<file path="config.mk">
export PLATFORM = sky130hd
export DESIGN_NAME = length_prefixed_decimal_parser
export DESIGN_NICKNAME = d
export VERILOG_FILES = /design/src/rtl/lpdp_pkg.sv /design/src/rtl/lpdp_front.sv /design/src/rtl/lpdp_queue.sv /design/src/rtl/lpdp_div.sv /design/src/rtl/lpdp_back.sv /design/src/rtl/length_prefixed_decimal_parser.sv
export VERILOG_INCLUDE_DIRS = /design/src /design/src/rtl
export SDC_FILE = /design/constraint.sdc
export NUM_CORES = 1
export LEC_CHECK = 0
export ABC_CLOCK_PERIOD_IN_PS = 9600
export BUFFER_PORTS_ARGS = -buffer_cell sky130_fd_sc_hd__buf_2
export CAP_MARGIN = 20
export CORE_ASPECT_RATIO = 1.4
export CORE_UTILIZATION = 55
export DETAILED_ROUTE_END_ITERATION = 8
export PLACE_DENSITY = 0.71
export SYNTH_ARGS = -nofsm -noshare
export SYNTH_HDL_FRONTEND = slang
export SYNTH_SLANG_ARGS = --single-unit
export TNS_END_PERCENT = 10
</file>
<file path="constraint.sdc">
create_clock -name clk -period 9.6 [get_ports clk]
set_input_delay 1.92 -clock clk [delete_from_list [all_inputs] [get_ports clk]]
set_output_delay 1.92 -clock clk [all_outputs]
set_load 0.03 [all_outputs]
</file>
<file path="src/rtl/assert_macros.svh">
// Assertion helpers used by the parser back module (lpdp_back).
// Each helper checks one property on the rising clock edge, with checking
// switched off while the reset is high.
`ifndef ASSERT_MACROS_SVH
`define ASSERT_MACROS_SVH
`ifndef SYNTHESIS
// Same-cycle implication: when ante holds, cons must hold too.
`define ASSERT_IMPLIES(label, clk, rst, ante, cons) \
  label: assert property (@(posedge clk) disable iff (rst) (ante) |-> (cons)) \
    else $error("assertion failed: same-cycle implication");
// Next-cycle implication: when ante holds, cons must hold in the next cycle.
`define ASSERT_NEXT(label, clk, rst, ante, cons) \
  label: assert property (@(posedge clk) disable iff (rst) (ante) |=> (cons)) \
    else $error("assertion failed: next-cycle implication");
`else
`define ASSERT_IMPLIES(label, clk, rst, ante, cons)
`define ASSERT_NEXT(label, clk, rst, ante, cons)
`endif
`endif

</file>
<file path="src/rtl/lpdp_pkg.sv">
package lpdp_pkg;

  // Character codes that steer the parser.
  localparam logic [7:0] ASCII_MINUS  = 8'h2D;
  localparam logic [7:0] ASCII_DOT    = 8'h2E;
  localparam logic [7:0] ASCII_DOLLAR = 8'h24;
  localparam logic [7:0] ASCII_ZERO   = 8'h30;
  localparam logic [7:0] ASCII_NINE   = 8'h39;

  // At most this many fraction digits take part in the value.
  localparam logic [2:0] MAX_FRAC_DIGITS = 3'd4;

  // Default depth of the queue between the front and the back.
  localparam int QUEUE_DEPTH_DEF = 4;

  typedef struct packed {
    logic       frame_start;
    logic [7:0] char_byte;
  } item_t;

  typedef struct packed {
    logic        not_a_number;
    logic        negative;
    logic [15:0] int_part;
    logic [15:0] frac_q16;
    logic [2:0]  frac_digits;
  } result_t;

  // Byte classes found by the front.
  typedef enum logic [2:0] {
    CLS_START,
    CLS_DOLLAR,
    CLS_MINUS,
    CLS_DOT,
    CLS_OTHER
  } char_class_t;

  // One classified byte as it waits in the queue.
  typedef struct packed {
    char_class_t kind;
    logic [7:0]  char_byte;
    logic [3:0]  frac_digit;
  } entry_t;

  // Divisor for a fraction of n digits.
  function automatic logic [13:0] pow_ten(input logic [2:0] n);
    logic [13:0] p;
    case (n)
      3'd0:    p = 14'd1;
      3'd1:    p = 14'd10;
      3'd2:    p = 14'd100;
      3'd3:    p = 14'd1000;
      default: p = 14'd10000;
    endcase
    return p;
  endfunction

endpackage

</file>
<file path="src/rtl/lpdp_front.sv">
module lpdp_front import lpdp_pkg::*; (
  input  logic   item_valid,
  input  item_t  item,
  output logic   item_stall,
  input  logic   queue_full,
  output logic   push,
  output entry_t entry
);

  logic is_digit;

  assign item_stall = queue_full;
  assign push       = item_valid && !queue_full;
  assign is_digit   = (item.char_byte >= ASCII_ZERO) && (item.char_byte <= ASCII_NINE);

  always_comb begin
    entry.char_byte  = item.char_byte;
    entry.frac_digit = is_digit ? 4'(item.char_byte - ASCII_ZERO) : 4'd0;
    priority if (item.frame_start) begin
      entry.kind = CLS_START;
    end else if (item.char_byte == ASCII_DOLLAR) begin
      entry.kind = CLS_DOLLAR;
    end else if (item.char_byte == ASCII_MINUS) begin
      entry.kind = CLS_MINUS;
    end else if (item.char_byte == ASCII_DOT) begin
      entry.kind = CLS_DOT;
    end else begin
      entry.kind = CLS_OTHER;
    end
  end

endmodule

</file>
<file path="src/rtl/lpdp_queue.sv">
module lpdp_queue import lpdp_pkg::*; #(
  parameter int DEPTH = QUEUE_DEPTH_DEF
) (
  input  logic   clk,
  input  logic   rst,
  input  logic   push,
  input  entry_t wdata,
  input  logic   pop,
  output entry_t rdata,
  output logic   full,
  output logic   empty
);

  localparam int PTR_W = (DEPTH > 1) ? $clog2(DEPTH) : 1;
  localparam int CNT_W = $clog2(DEPTH + 1);

  entry_t             storage [DEPTH];
  logic [PTR_W-1:0]   wr_ptr;
  logic [PTR_W-1:0]   rd_ptr;
  logic [CNT_W-1:0]   count;

  assign full  = (count == CNT_W'(DEPTH));
  assign empty = (count == '0);
  assign rdata = storage[rd_ptr];

  always_ff @(posedge clk) begin
    if (push) begin
      storage[wr_ptr] <= wdata;
    end
  end

  always_ff @(posedge clk) begin
    if (rst) begin
      wr_ptr <= '0;
      rd_ptr <= '0;
      count  <= '0;
    end else begin
      if (push) begin
        wr_ptr <= (wr_ptr == PTR_W'(DEPTH - 1)) ? '0 : wr_ptr + 1'b1;
      end
      if (pop) begin
        rd_ptr <= (rd_ptr == PTR_W'(DEPTH - 1)) ? '0 : rd_ptr + 1'b1;
      end
      unique case ({push, pop})
        2'b10:   count <= count + 1'b1;
        2'b01:   count <= count - 1'b1;
        default: count <= count;
      endcase
    end
  end

endmodule

</file>
<file path="src/rtl/lpdp_div.sv">
module lpdp_div import lpdp_pkg::*; (
  input  logic        clk,
  input  logic        rst,
  input  logic        start,
  input  logic [13:0] frac,
  input  logic [2:0]  digits,
  output logic        done,
  output logic [15:0] quotient
);

  // Forms floor(frac * 2^16 / 10^digits) as frac times a rounded-up reciprocal
  // of 10^digits, followed by a right shift. Each reciprocal is sized so the
  // rounding error stays below one unit for every fraction below its divisor.
  // The operands are latched on start and the quotient is registered in the
  // following cycle, when done pulses.
  logic        busy;
  logic [13:0] frac_q;
  logic [2:0]  digits_q;
  logic [29:0] recip;
  logic [43:0] product;
  logic [15:0] scaled;

  always_comb begin
    unique case (digits_q)
      3'd1:    recip = 30'd838861;
      3'd2:    recip = 30'd10737419;
      3'd3:    recip = 30'd68719477;
      default: recip = 30'd879609303;
    endcase
  end

  assign product = {30'd0, frac_q} * {14'd0, recip};

  always_comb begin
    unique case (digits_q)
      3'd1:    scaled = product[22:7];
      3'd2:    scaled = product[29:14];
      3'd3:    scaled = product[35:20];
      default: scaled = product[42:27];
    endcase
  end

  always_ff @(posedge clk) begin
    if (rst) begin
      busy <= 1'b0;
      done <= 1'b0;
    end else begin
      done <= 1'b0;
      if (start) begin
        busy     <= 1'b1;
        frac_q   <= frac;
        digits_q <= digits;
      end else if (busy) begin
        busy     <= 1'b0;
        done     <= 1'b1;
        quotient <= scaled;
      end
    end
  end

endmodule

</file>
<file path="src/rtl/lpdp_back.sv">
`include "assert_macros.svh"

module lpdp_back import lpdp_pkg::*; (
  input  logic        clk,
  input  logic        rst,
  input  logic        queue_empty,
  input  entry_t      ent,
  output logic        pop,
  output logic        div_start,
  output logic [13:0] div_frac,
  output logic [2:0]  div_digits,
  input  logic        div_done,
  input  logic [15:0] div_quot,
  output logic        result_valid,
  output result_t     result,
  input  logic        result_stall
);

  typedef enum logic [2:0] {
    PH_IDLE,
    PH_LEN,
    PH_FIRST,
    PH_INT,
    PH_FRAC
  } phase_t;

  typedef enum logic {
    S_RUN,
    S_DIV
  } state_t;

  state_t      state;
  phase_t      phase, phase_next;
  logic [7:0]  frame_length, frame_length_next;
  logic [7:0]  chars_seen, chars_seen_next;
  logic [15:0] int_accum, int_accum_next;
  logic [13:0] frac_accum, frac_accum_next;
  logic [2:0]  frac_count, frac_count_next;
  logic        sign_flag, sign_flag_next;
  logic        emit_nan;
  logic        emit_num;
  logic [15:0] int_step;
  logic [13:0] frac_step;
  logic [7:0]  seen_inc;
  logic        load_result;
  logic        nan_clear;

  assign pop = !queue_empty && (state == S_RUN) && (!result_valid || !result_stall);

  assign int_step  = (int_accum << 3) + (int_accum << 1) + {8'd0, ent.char_byte}
                     - {8'd0, ASCII_ZERO};
  assign frac_step = (frac_accum << 3) + (frac_accum << 1) + {10'd0, ent.frac_digit};
  assign seen_inc  = chars_seen + 8'd1;

  always_comb begin
    phase_next        = phase;
    frame_length_next = frame_length;
    chars_seen_next   = chars_seen;
    int_accum_next    = int_accum;
    frac_accum_next   = frac_accum;
    frac_count_next   = frac_count;
    sign_flag_next    = sign_flag;
    emit_nan          = 1'b0;
    emit_num          = 1'b0;
    if (ent.kind == CLS_START) begin
      phase_next        = PH_LEN;
      frame_length_next = '0;
      chars_seen_next   = '0;
      int_accum_next    = '0;
      frac_accum_next   = '0;
      frac_count_next   = '0;
      sign_flag_next    = 1'b0;
    end else begin
      unique case (phase)
        PH_IDLE: begin
        end
        PH_LEN: begin
          frame_length_next = ent.char_byte;
          if (ent.char_byte == 8'd0) begin
            emit_nan   = 1'b1;
            phase_next = PH_IDLE;
          end else begin
            phase_next = PH_FIRST;
          end
        end
        PH_FIRST, PH_INT, PH_FRAC: begin
          if (ent.kind == CLS_DOLLAR) begin
            emit_num   = 1'b1;
            phase_next = PH_IDLE;
          end else begin
            priority if (phase == PH_FIRST && ent.kind == CLS_MINUS) begin
              sign_flag_next = 1'b1;
              phase_next     = PH_INT;
            end else if (phase != PH_FRAC && ent.kind == CLS_DOT) begin
              phase_next = PH_FRAC;
            end else if (phase != PH_FRAC) begin
              int_accum_next = int_step;
              phase_next     = PH_INT;
            end else if (frac_count < MAX_FRAC_DIGITS) begin
              frac_accum_next = frac_step;
              frac_count_next = frac_count + 3'd1;
            end else begin
            end
            chars_seen_next = seen_inc;
            if (seen_inc >= frame_length) begin
              emit_num   = 1'b1;
              phase_next = PH_IDLE;
            end
          end
        end
        default: begin
          phase_next = PH_IDLE;
        end
      endcase
    end
  end

  assign div_start  = pop && emit_num && (frac_count_next != 3'd0);
  assign div_frac   = frac_accum_next;
  assign div_digits = frac_count_next;

  // A result is loaded either straight from a popped byte or when the
  // fraction scaling finishes.
  assign load_result = (pop && (emit_nan || (emit_num && frac_count_next == 3'd0)))
                       || ((state == S_DIV) && div_done);

  always_ff @(posedge clk) begin
    if (rst) begin
      state        <= S_RUN;
      phase        <= PH_IDLE;
      frame_length <= '0;
      chars_seen   <= '0;
      int_accum    <= '0;
      frac_accum   <= '0;
      frac_count   <= '0;
      sign_flag    <= 1'b0;
      result_valid <= 1'b0;
    end else begin
      if (load_result) begin
        result_valid <= 1'b1;
      end else if (result_valid && !result_stall) begin
        result_valid <= 1'b0;
      end
      unique case (state)
        S_RUN: begin
          if (pop) begin
            phase        <= phase_next;
            frame_length <= frame_length_next;
            chars_seen   <= chars_seen_next;
            int_accum    <= int_accum_next;
            frac_accum   <= frac_accum_next;
            frac_count   <= frac_count_next;
            sign_flag    <= sign_flag_next;
            if (emit_nan) begin
              result.not_a_number <= 1'b1;
              result.negative     <= 1'b0;
              result.int_part     <= '0;
              result.frac_q16     <= '0;
              result.frac_digits  <= '0;
            end else if (emit_num) begin
              result.not_a_number <= 1'b0;
              result.negative     <= sign_flag_next;
              result.int_part     <= int_accum_next;
              result.frac_q16     <= '0;
              result.frac_digits  <= frac_count_next;
              if (frac_count_next != 3'd0) begin
                state <= S_DIV;
              end
            end
          end
        end
        S_DIV: begin
          if (div_done) begin
            result.frac_q16 <= div_quot;
            state           <= S_RUN;
          end
        end
        default: state <= S_RUN;
      endcase
    end
  end

  assign nan_clear = !result.negative && (result.int_part == 16'd0) &&
                     (result.frac_digits == 3'd0) && (result.frac_q16 == 16'd0);

  `ASSERT_IMPLIES(a_done_in_div, clk, rst, div_done, state == S_DIV)
  `ASSERT_IMPLIES(a_done_out_free, clk, rst, div_done, !result_valid)
  `ASSERT_NEXT(a_start_enters_div, clk, rst, div_start, state == S_DIV && !result_valid)
  `ASSERT_IMPLIES(a_nan_clean, clk, rst, result_valid && result.not_a_number, nan_clear)
  `ASSERT_IMPLIES(a_frac_cap, clk, rst, 1'b1, frac_count <= MAX_FRAC_DIGITS)

endmodule

</file>
<file path="src/rtl/length_prefixed_decimal_parser.sv">
// Channel  | Handshake                   | Payload                        | Direction
// item     | item_valid / item_stall     | item_t   (frame_start, byte)   | into block
// result   | result_valid / result_stall | result_t (sign, Q16.16, flags) | out of block
//
// When the back takes the last byte of a number, result_valid rises at that edge, or,
// when fraction digits go through the reciprocal scaling, once the divider is done.
// item_stall is high only while the queue of QUEUE_DEPTH entries is full. The back takes
// one queued byte per cycle, but none while a result waits under result_stall or while
// a fraction is being scaled. Reset is synchronous and active high; it empties the
// queue, idles the parser, cancels any scaling in flight and drops a pending result.
module length_prefixed_decimal_parser import lpdp_pkg::*; #(
  parameter int QUEUE_DEPTH = QUEUE_DEPTH_DEF
) (
  input  logic    clk,
  input  logic    rst,
  input  logic    item_valid,
  output logic    item_stall,
  input  item_t   item,
  output logic    result_valid,
  input  logic    result_stall,
  output result_t result
);

  // Classified bytes travel from the front through the queue to the back.
  logic        push;
  entry_t      push_entry;
  logic        queue_full;
  logic        queue_empty;
  logic        pop;
  entry_t      head_entry;

  // Fraction scaling requests from the back to the divider.
  logic        div_start;
  logic [13:0] div_frac;
  logic [2:0]  div_digits;
  logic        div_done;
  logic [15:0] div_quot;

  // The front sorts each byte into start marker, terminator, minus, dot or
  // other, and precomputes the fraction digit value of the byte.
  lpdp_front u_front (
    .item_valid (item_valid),
    .item       (item),
    .item_stall (item_stall),
    .queue_full (queue_full),
    .push       (push),
    .entry      (push_entry)
  );

  // The queue decouples input acceptance from parsing and the fraction scaling.
  lpdp_queue #(
    .DEPTH (QUEUE_DEPTH)
  ) u_queue (
    .clk   (clk),
    .rst   (rst),
    .push  (push),
    .wdata (push_entry),
    .pop   (pop),
    .rdata (head_entry),
    .full  (queue_full),
    .empty (queue_empty)
  );

  // The back keeps the frame state, accumulates digits and owns the output
  // register.
  lpdp_back u_back (
    .clk          (clk),
    .rst          (rst),
    .queue_empty  (queue_empty),
    .ent          (head_entry),
    .pop          (pop),
    .div_start    (div_start),
    .div_frac     (div_frac),
    .div_digits   (div_digits),
    .div_done     (div_done),
    .div_quot     (div_quot),
    .result_valid (result_valid),
    .result       (result),
    .result_stall (result_stall)
  );

  // The divider turns the decimal fraction into the low half of Q16.16.
  lpdp_div u_div (
    .clk      (clk),
    .rst      (rst),
    .start    (div_start),
    .frac     (div_frac),
    .digits   (div_digits),
    .done     (div_done),
    .quotient (div_quot)
  );

endmodule
</file>
==> results of run 1 <==
==> path summary, 6_finish.rpt <==
kind	start	end	slack, ns	cells past startpoint
worst max-delay path	u_div.digits_q[0]	u_div.quotient[9]	0.60	25
worst min-delay path	u_div.busy	u_div.done	0.49	1
worst max register to register	u_div.digits_q[0]	u_div.quotient[9]	0.60	25
worst min register to register	u_div.busy	u_div.done	0.49	1
==> power by group through the flow <==
stage	Combinational [mW]	Sequential, mW	Clock (mW)
final	0.689	0.967	0.717
after detailed placement	0.685	0.987	0
after floorplan	0.530	0.971	0
after CTS	0.690	0.968	0.730
after global routing	0.760	0.972	0.755
after global placement	0.669	0.984	0
==> flip-flops by register name, summed over array words and instances (netlist names), 3 cells and up, named ones only <==
name	cells
u_queue.count	3
u_back.chars_seen	8
u_back.result	37
u_back.frame_length	8
u_back.phase	3
u_back.frac_accum	14
u_div.frac_q	14
u_queue.storage	60
u_back.frac_count	3
u_div.digits_q	3
u_div.quotient	16
u_back.int_accum	16
==> Yosys cell counts (all sizes together) (28+ instances only) <==
cell	number
nand2	213
ha	223
xnor2	40
xor2	31
inv	439
and2	46
fa	278
nor3	28
nor2	148
clkbuf	61
a21oi	133
edfxtp	130
o21ai	67
dfxtp	66
==> layout by cell type, fill, tap and decap left out, drive strengths merged, types with 5 or more instances in the layout <==
master,count
ha,223
nand2,213
inv,446
xor2,31
o21ai,67
edfxtp,130
and3,17
nand4,13
nor3b,5
fa,278
nand3,20
a21oi,133
a31oi,12
dfxtp,66
or2,7
a21o,24
o211ai,5
buf,82
mux4,15
or3,12
o21a,8
o21bai,5
nor3,28
a22oi,25
a32oi,8
a221oi,7
xnor2,40
nand2b,14
and2,46
a211oi,12
clkbuf,17
nor2b,14
nor2,148
clkinv,10
nand3b,9
==> logic make-up (layout without fill, tap and decap cells) <==
| group | count (synthesis) | count (layout) | synth area share |
|---|---|---|---|
| simple gates | 559 | 559 | 0.124 |
| buf+inv | 517 | 555 | 0.0930 |
| fa+ha+maj | 501 | 501 | 0.391 |
| compound gates | 343 | 343 | 0.0999 |
| flops | 196 | 196 | 0.244 |
| xor+xnor | 71 | 71 | 0.0291 |
| mux | 21 | 21 | 0.0187 |
==> routing by layer <==
metal / vias to the layer above / part of all wire
li1: 7250 / -
met1: 7773 / 0.35
met2: 531 / 0.51
met3: 226 / 0.049
met4: 0 / 0.093
met5: - / 0
==> worst register-to-register path: stages, from the launching register on <==
cell and delay, ns:
edfxtp_1 0.64, nor2b_1 0.76, buf_4 0.32, nor2_1 0.25, nand2_1 0.19, inv_1 0.12
nor2b_1 0.76, fa_1 0.34, inv_1 0.07, fa_1 0.44, fa_1 0.47, fa_1 0.56
inv_1 0.05, fa_1 0.47, fa_1 0.50, inv_1 0.05, ha_1 0.34, and3_1 0.23
a31o_2 0.26, a221oi_2 0.49, a21oi_1 0.23, a31oi_1 0.44, o21ai_1 0.22, nand3_1 0.13
mux2_2 0.33, o21ai_0 0.19
==> layout make-up <==
cell class / instances / area (um^2)
clock buffer: 17 / 425
clock inverter: 15 / 178
fill: 3300 / 15600
inverter: 441 / 1660
multi-input combinational: 1495 / 14200
sequential: 196 / 5230
tap: 522 / 653
timing repair buffer: 82 / 495
==> results.json, run 1 <==
{
  "status": "finished clean",
  "setup_violations": 0,
  "grt_overflow_total": 0,
  "hold_viol": 0,
  "arrival_ns": 9.28,
  "pwr-share-clk": 0.302,
  "core_area_um2": 38400,
  "synth_fp_nets": 2722,
  "wl_um": 62700,
  "met1_usage": 0.357,
  "synth_cell_types": 75,
  "via_per_inst": 5.70,
  "yosysSeqAreaShare": 0.244,
  "io-pin-count": 52,
  "vias": 15800,
  "syn_inst": 2208,
  "fin_ws_ns": 0.601,
  "dpl.hpwl_um": 51100,
  "synth_edf_count": 130,
  "numCtsBuffers": 17,
  "post-cts-setup-buffer-count": 0,
  "grt_pass1_vias": 17100,
  "hold_class": "flop to flop",
  "drive_gt1_frac": 0.0708,
  "cp_max_fo": 12,
  "die_x_um": 169,
  "grt_max_degree": 72,
  "cts_tree": "built",
  "async_reset_ff_frac": 0,
  "synth_top_cell_by_area": "fa_1",
  "crit_slowest_cell": "nor2b_1",
  "rsz0062_at_grt": "no",
  "worstMarginPinSlew_ns": 1.05,
  "start_util": 0.557,
  "final.period_utilization": 0.937,
  "seqPwrFrac": 0.408,
  "hold_buffers": 0,
  "cp.buffers_inverters": 5,
  "n_antenna_cell": 0,
  "period_minus_slack_ns": 9.00,
  "routedWlPerCell_um": 22.7,
  "grt_pass1_wl_um": 97800,
  "worstSetupStartpointType": "flop",
  "placedCellCount": 2735,
  "cellPowerDensity_nw_per_um2": 104,
  "fin_nets": 2747,
  "final_cells": 2768,
  "p_int_mw": 1.53,
  "busiest_layer": "met2",
  "critPathKind": "flop to flop",
  "synth_top_area_share": 0.260,
  "yosysWarnings": 0,
  "p_comb_frac": 0.290,
  "die-area_um2": 39700,
  "clk_path_buf_depth": 2,
  "clkLatencyLatePin_ns": 0.45,
  "num_rows": 85,
  "cellLeakagePower_nw": 10.8,
  "swShare": 0.356,
  "drcViolationCount": 0,
  "ctsResizeCount": 0,
  "final_cell_area_um2": 22800,
  "dp_slack_ns": 1.08,
  "grt.met3_usage": 0.0573,
  "tns_ns": 0,
  "vdd_ir_drop_max_mv": 0.260,
  "path_clk_slew_ns": 0.08,
  "grt_use_total": 0.336,
  "met2_usage": 0.583,
  "root_buffer": "clkbuf_16",
  "drt-initial-drc-count": 1100,
  "syn_to_final_growth_pct": 6.76,
  "drv_slew": 0,
  "die_h_um": 235,
  "first_pass_iters": 5,
  "finalHoldWorstSlack_ns": 0.493,
  "max_clock_freq_mhz": 111,
  "power_mw": 2.37,
  "worstPathRequired_ns": 9.88,
  "cts.sinks": 196,
  "cts_max_level": 4,
  "max_cap_viol_count": 0,
  "p_switching_uw": 845,
  "clock_skew_ns": 0.0107,
  "crit_top_cell": "fa_1",
  "slew_headroom": 0.300,
  "slowest_delay_ns": 0.76,
  "place_congestion": 1.04,
  "ant_nets": 0,
  "cpLargestDelayFamily": "adder cells",
  "post_dp_cell_area_um2": 22200,
  "fin_util": 0.594,
  "synthTopCellsByArea": "fa_1 26%, edfxtp_1 18%, ha_1 13%",
  "synth_seq_cells": 196,
  "endpoint_kind": "flop",
  "syn_area_um2": 21400,
  "ys.flop_type": "edfxtp_1",
  "antenna_found_initial": 0,
  "synth.avg_cell_area_um2": 9.68,
  "io_buffer_count": 51
}
(Power assumes the default switching activity.)
==> run 2: changes to the inputs <==
--- a/config.mk
+++ b/config.mk
@@ -6,6 +6,7 @@
 export SDC_FILE = /design/constraint.sdc
 export NUM_CORES = 1
 export LEC_CHECK = 0
+export ABC_AREA = 1
 export ABC_CLOCK_PERIOD_IN_PS = 9600
 export BUFFER_PORTS_ARGS = -buffer_cell sky130_fd_sc_hd__buf_2
 export CAP_MARGIN = 20
==> run 2 against run 1 <==
  * Synthesized cell count is 22% higher
  * Synthesized area is 5.3% higher
  * Register-to-register slack better by 0.52 ns
  * Worst hold slack worse by 0.030 ns
  * Critical path depth is 1 lower
  * Sequential share of layout area is 0.98 points lower
  * Clock skew is 0.0087 ns higher
  * Setup slack better by 0.52 ns
  * Non-clock buffer count is 15 lower
  * Fmax is 6.2% higher
  * Wire length is 8.1% higher
  * Largest cell class unchanged
==> results.json, run 2 <==
{
  "root_buffer": "clkbuf_16",
  "grt.met3_usage": 0.0345,
  "ys.flop_type": "edfxtp_1",
  "synth_seq_cells": 196,
  "syn_area_um2": 22500,
  "ant_nets": 0,
  "dpl.hpwl_um": 58100,
  "hold_viol": 0,
  "drv_slew": 0,
  "vias": 17800,
  "io_buffer_count": 51,
  "grt_overflow_total": 0,
  "cts.sinks": 196,
  "max_clock_freq_mhz": 118,
  "die_h_um": 241,
  "antenna_found_initial": 0,
  "synth_top_area_share": 0.247,
  "clk_path_buf_depth": 2,
  "largest_reg_flops": 60,
  "met1_usage": 0.361,
  "busiest_layer": "met2",
  "syn_inst": 2685,
  "drt-initial-drc-count": 934,
  "post-cts-setup-buffer-count": 0,
  "clock_skew_ns": 0.0193,
  "via_per_inst": 5.46,
  "yosysMostFrequentCell": "inv_1",
  "worstMarginPinSlew_ns": 1.04,
  "grt_use_total": 0.339,
  "start_util": 0.559,
  "top_register": "u_queue.storage",
  "cts_max_level": 4,
  "setup_violations": 0,
  "syn_to_final_growth_pct": 5.97,
  "met2_usage": 0.641,
  "die_x_um": 173,
  "synth_fp_nets": 3199,
  "path_clk_slew_ns": 0.07,
  "drive_gt1_frac": 0.0645,
  "min-delay-start": "u_div.busy",
  "fin_nets": 3228,
  "max_cap_viol_count": 0,
  "n_antenna_cell": 0,
  "worstSetupStartpointType": "flop",
  "drcViolationCount": 0,
  "synth.avg_cell_area_um2": 8.38,
  "tns_ns": 0,
  "die-area_um2": 41700,
  "ys_top_cells_by_count": "620 x inv_1, 447 x nand2_1, 288 x nor2_1, 278 x fa_1, 223 x ha_1",
  "period_minus_slack_ns": 8.48,
  "grt_pass1_vias": 18700,
  "endpoint_kind": "flop",
  "yosysSeqAreaShare": 0.232,
  "hold_class": "flop to flop",
  "cp_max_fo": 21,
  "place_congestion": 1.05,
  "synthTopCellsByArea": "fa_1 25%, edfxtp_1 17%, ha_1 12%",
  "startpoint": "u_div.digits_q[0]",
  "wl_um": 67800,
  "grt_pass1_wl_um": 105000,
  "synth_edf_count": 130,
  "mostFrequentLayoutCell": "inv_1",
  "synth_cell_types": 55,
  "numCtsBuffers": 17,
  "core_area_um2": 40300,
  "final_cell_mix": "620 x inv_1, 447 x nand2_1, 285 x nor2_1",
  "ctsResizeCount": 0,
  "grt_max_degree": 71,
  "clkLatencyLatePin_ns": 0.46,
  "n_fill_cell": 3701,
  "multi_input_area_um2": 14600,
  "status": "finished clean",
  "worstPathRequired_ns": 9.77,
  "rsz0062_at_grt": "no",
  "rr_startpoint": "u_div.digits_q[0]",
  "num_rows": 87,
  "final.period_utilization": 0.883,
  "async_reset_ff_frac": 0,
  "routedWlPerCell_um": 20.8,
  "critPathKind": "flop to flop",
  "hold_buffers": 0,
  "slew_headroom": 0.308,
  "yosysWarnings": 0,
  "cts_tree": "built",
  "first_pass_iters": 6,
  "reg_top3": "u_queue.storage (60), u_back.result (37)",
  "synth_top_cell_by_area": "fa_1",
  "arrival_ns": 8.64,
  "register_area_um2": 5230,
  "io-pin-count": 52
}
[run 2: cell count changes after synthesis, moves of 33 or more]
cell	previous run	this run
o21ai_0	64	97
nand2_1	213	447
and2_1	45	3
nor2_1	142	288
inv_1	439	620
nand3_1	20	111
[run 2: area by class of cell]
type                       count  area share
tap                          534      0.0280
clock inverter                15     0.00593
sequential                   196       0.219
multi-input combinational   1796       0.612
clock buffer                  17      0.0178
inverter                     636       0.100
timing repair buffer          67      0.0166
[run 2: cells by family (layout without fill, tap and decap cells)]
kind of cell             after synthesis  count (layout)  share of synthesized area
adder cells (fa/ha/maj)              501             501                      0.371
XOR/XNOR                              35              35                     0.0136
buffers and inverters                693             735                      0.120
flip-flops                           196             196                      0.232
AND/OR/NAND/NOR                      948             948                      0.179
AO/OA/AOI/OAI                        312             312                     0.0835
[run 2: path summary, 6_finish.rpt]
check | endpoint | slack, ns | cells past startpoint
max | u_div.quotient[3] | 1.12 | 24
min | u_div.done | 0.46 | 2
max reg2reg | u_div.quotient[3] | 1.12 | 24
min reg2reg | u_div.done | 0.46 | 2
[run 2: layer usage]
metal | share of wire | wire length, um
met1 | 0.36 | 24400
met2 | 0.53 | 36200
met3 | 0.036 | 2450
met4 | 0.070 | 4760
met5 | 0 | 0
[run 2: stage by stage]
step | setup WS (ns) | util | instances | hold WS, ns | instance area (um^2)
final | 1.12 | 0.592 | 3261 | 0.463 | 23800
after detailed placement | 1.24 | 0.577 | 3228 | 0.460 | 23200
after global routing | 1.07 | 0.592 | 3261 | 0.488 | 23800
after CTS | 1.18 | 0.591 | 3260 | 0.469 | 23800
after floorplan | 3.38 | - | 2685 | 0.426 | 22500
after global placement | 1.25 | 0.577 | 3228 | 0.452 | 23200
[run 2: critical path: stages, from the launching register on]
cell and delay (ns):
edfxtp_1 0.50, inv_2 0.17, nor2_2 0.04, buf_4 0.23
nor2_2 0.81, nor2_1 0.12, buf_4 0.25, nor2_1 0.55
fa_1 0.57, fa_1 0.47, fa_1 0.52, fa_1 0.43
fa_1 0.55, inv_1 0.09, fa_1 0.57, inv_1 0.07
ha_1 0.37, a21oi_1 0.23, o21ai_0 0.16, a21oi_1 0.34
nand3_1 0.26, xnor2_1 0.36, o21ai_0 0.28, inv_1 0.12
nand3_1 0.14
Power of run 2 is not shown: default switching activity piles up to over one toggle a cycle in this logic, so the estimate is an artifact.
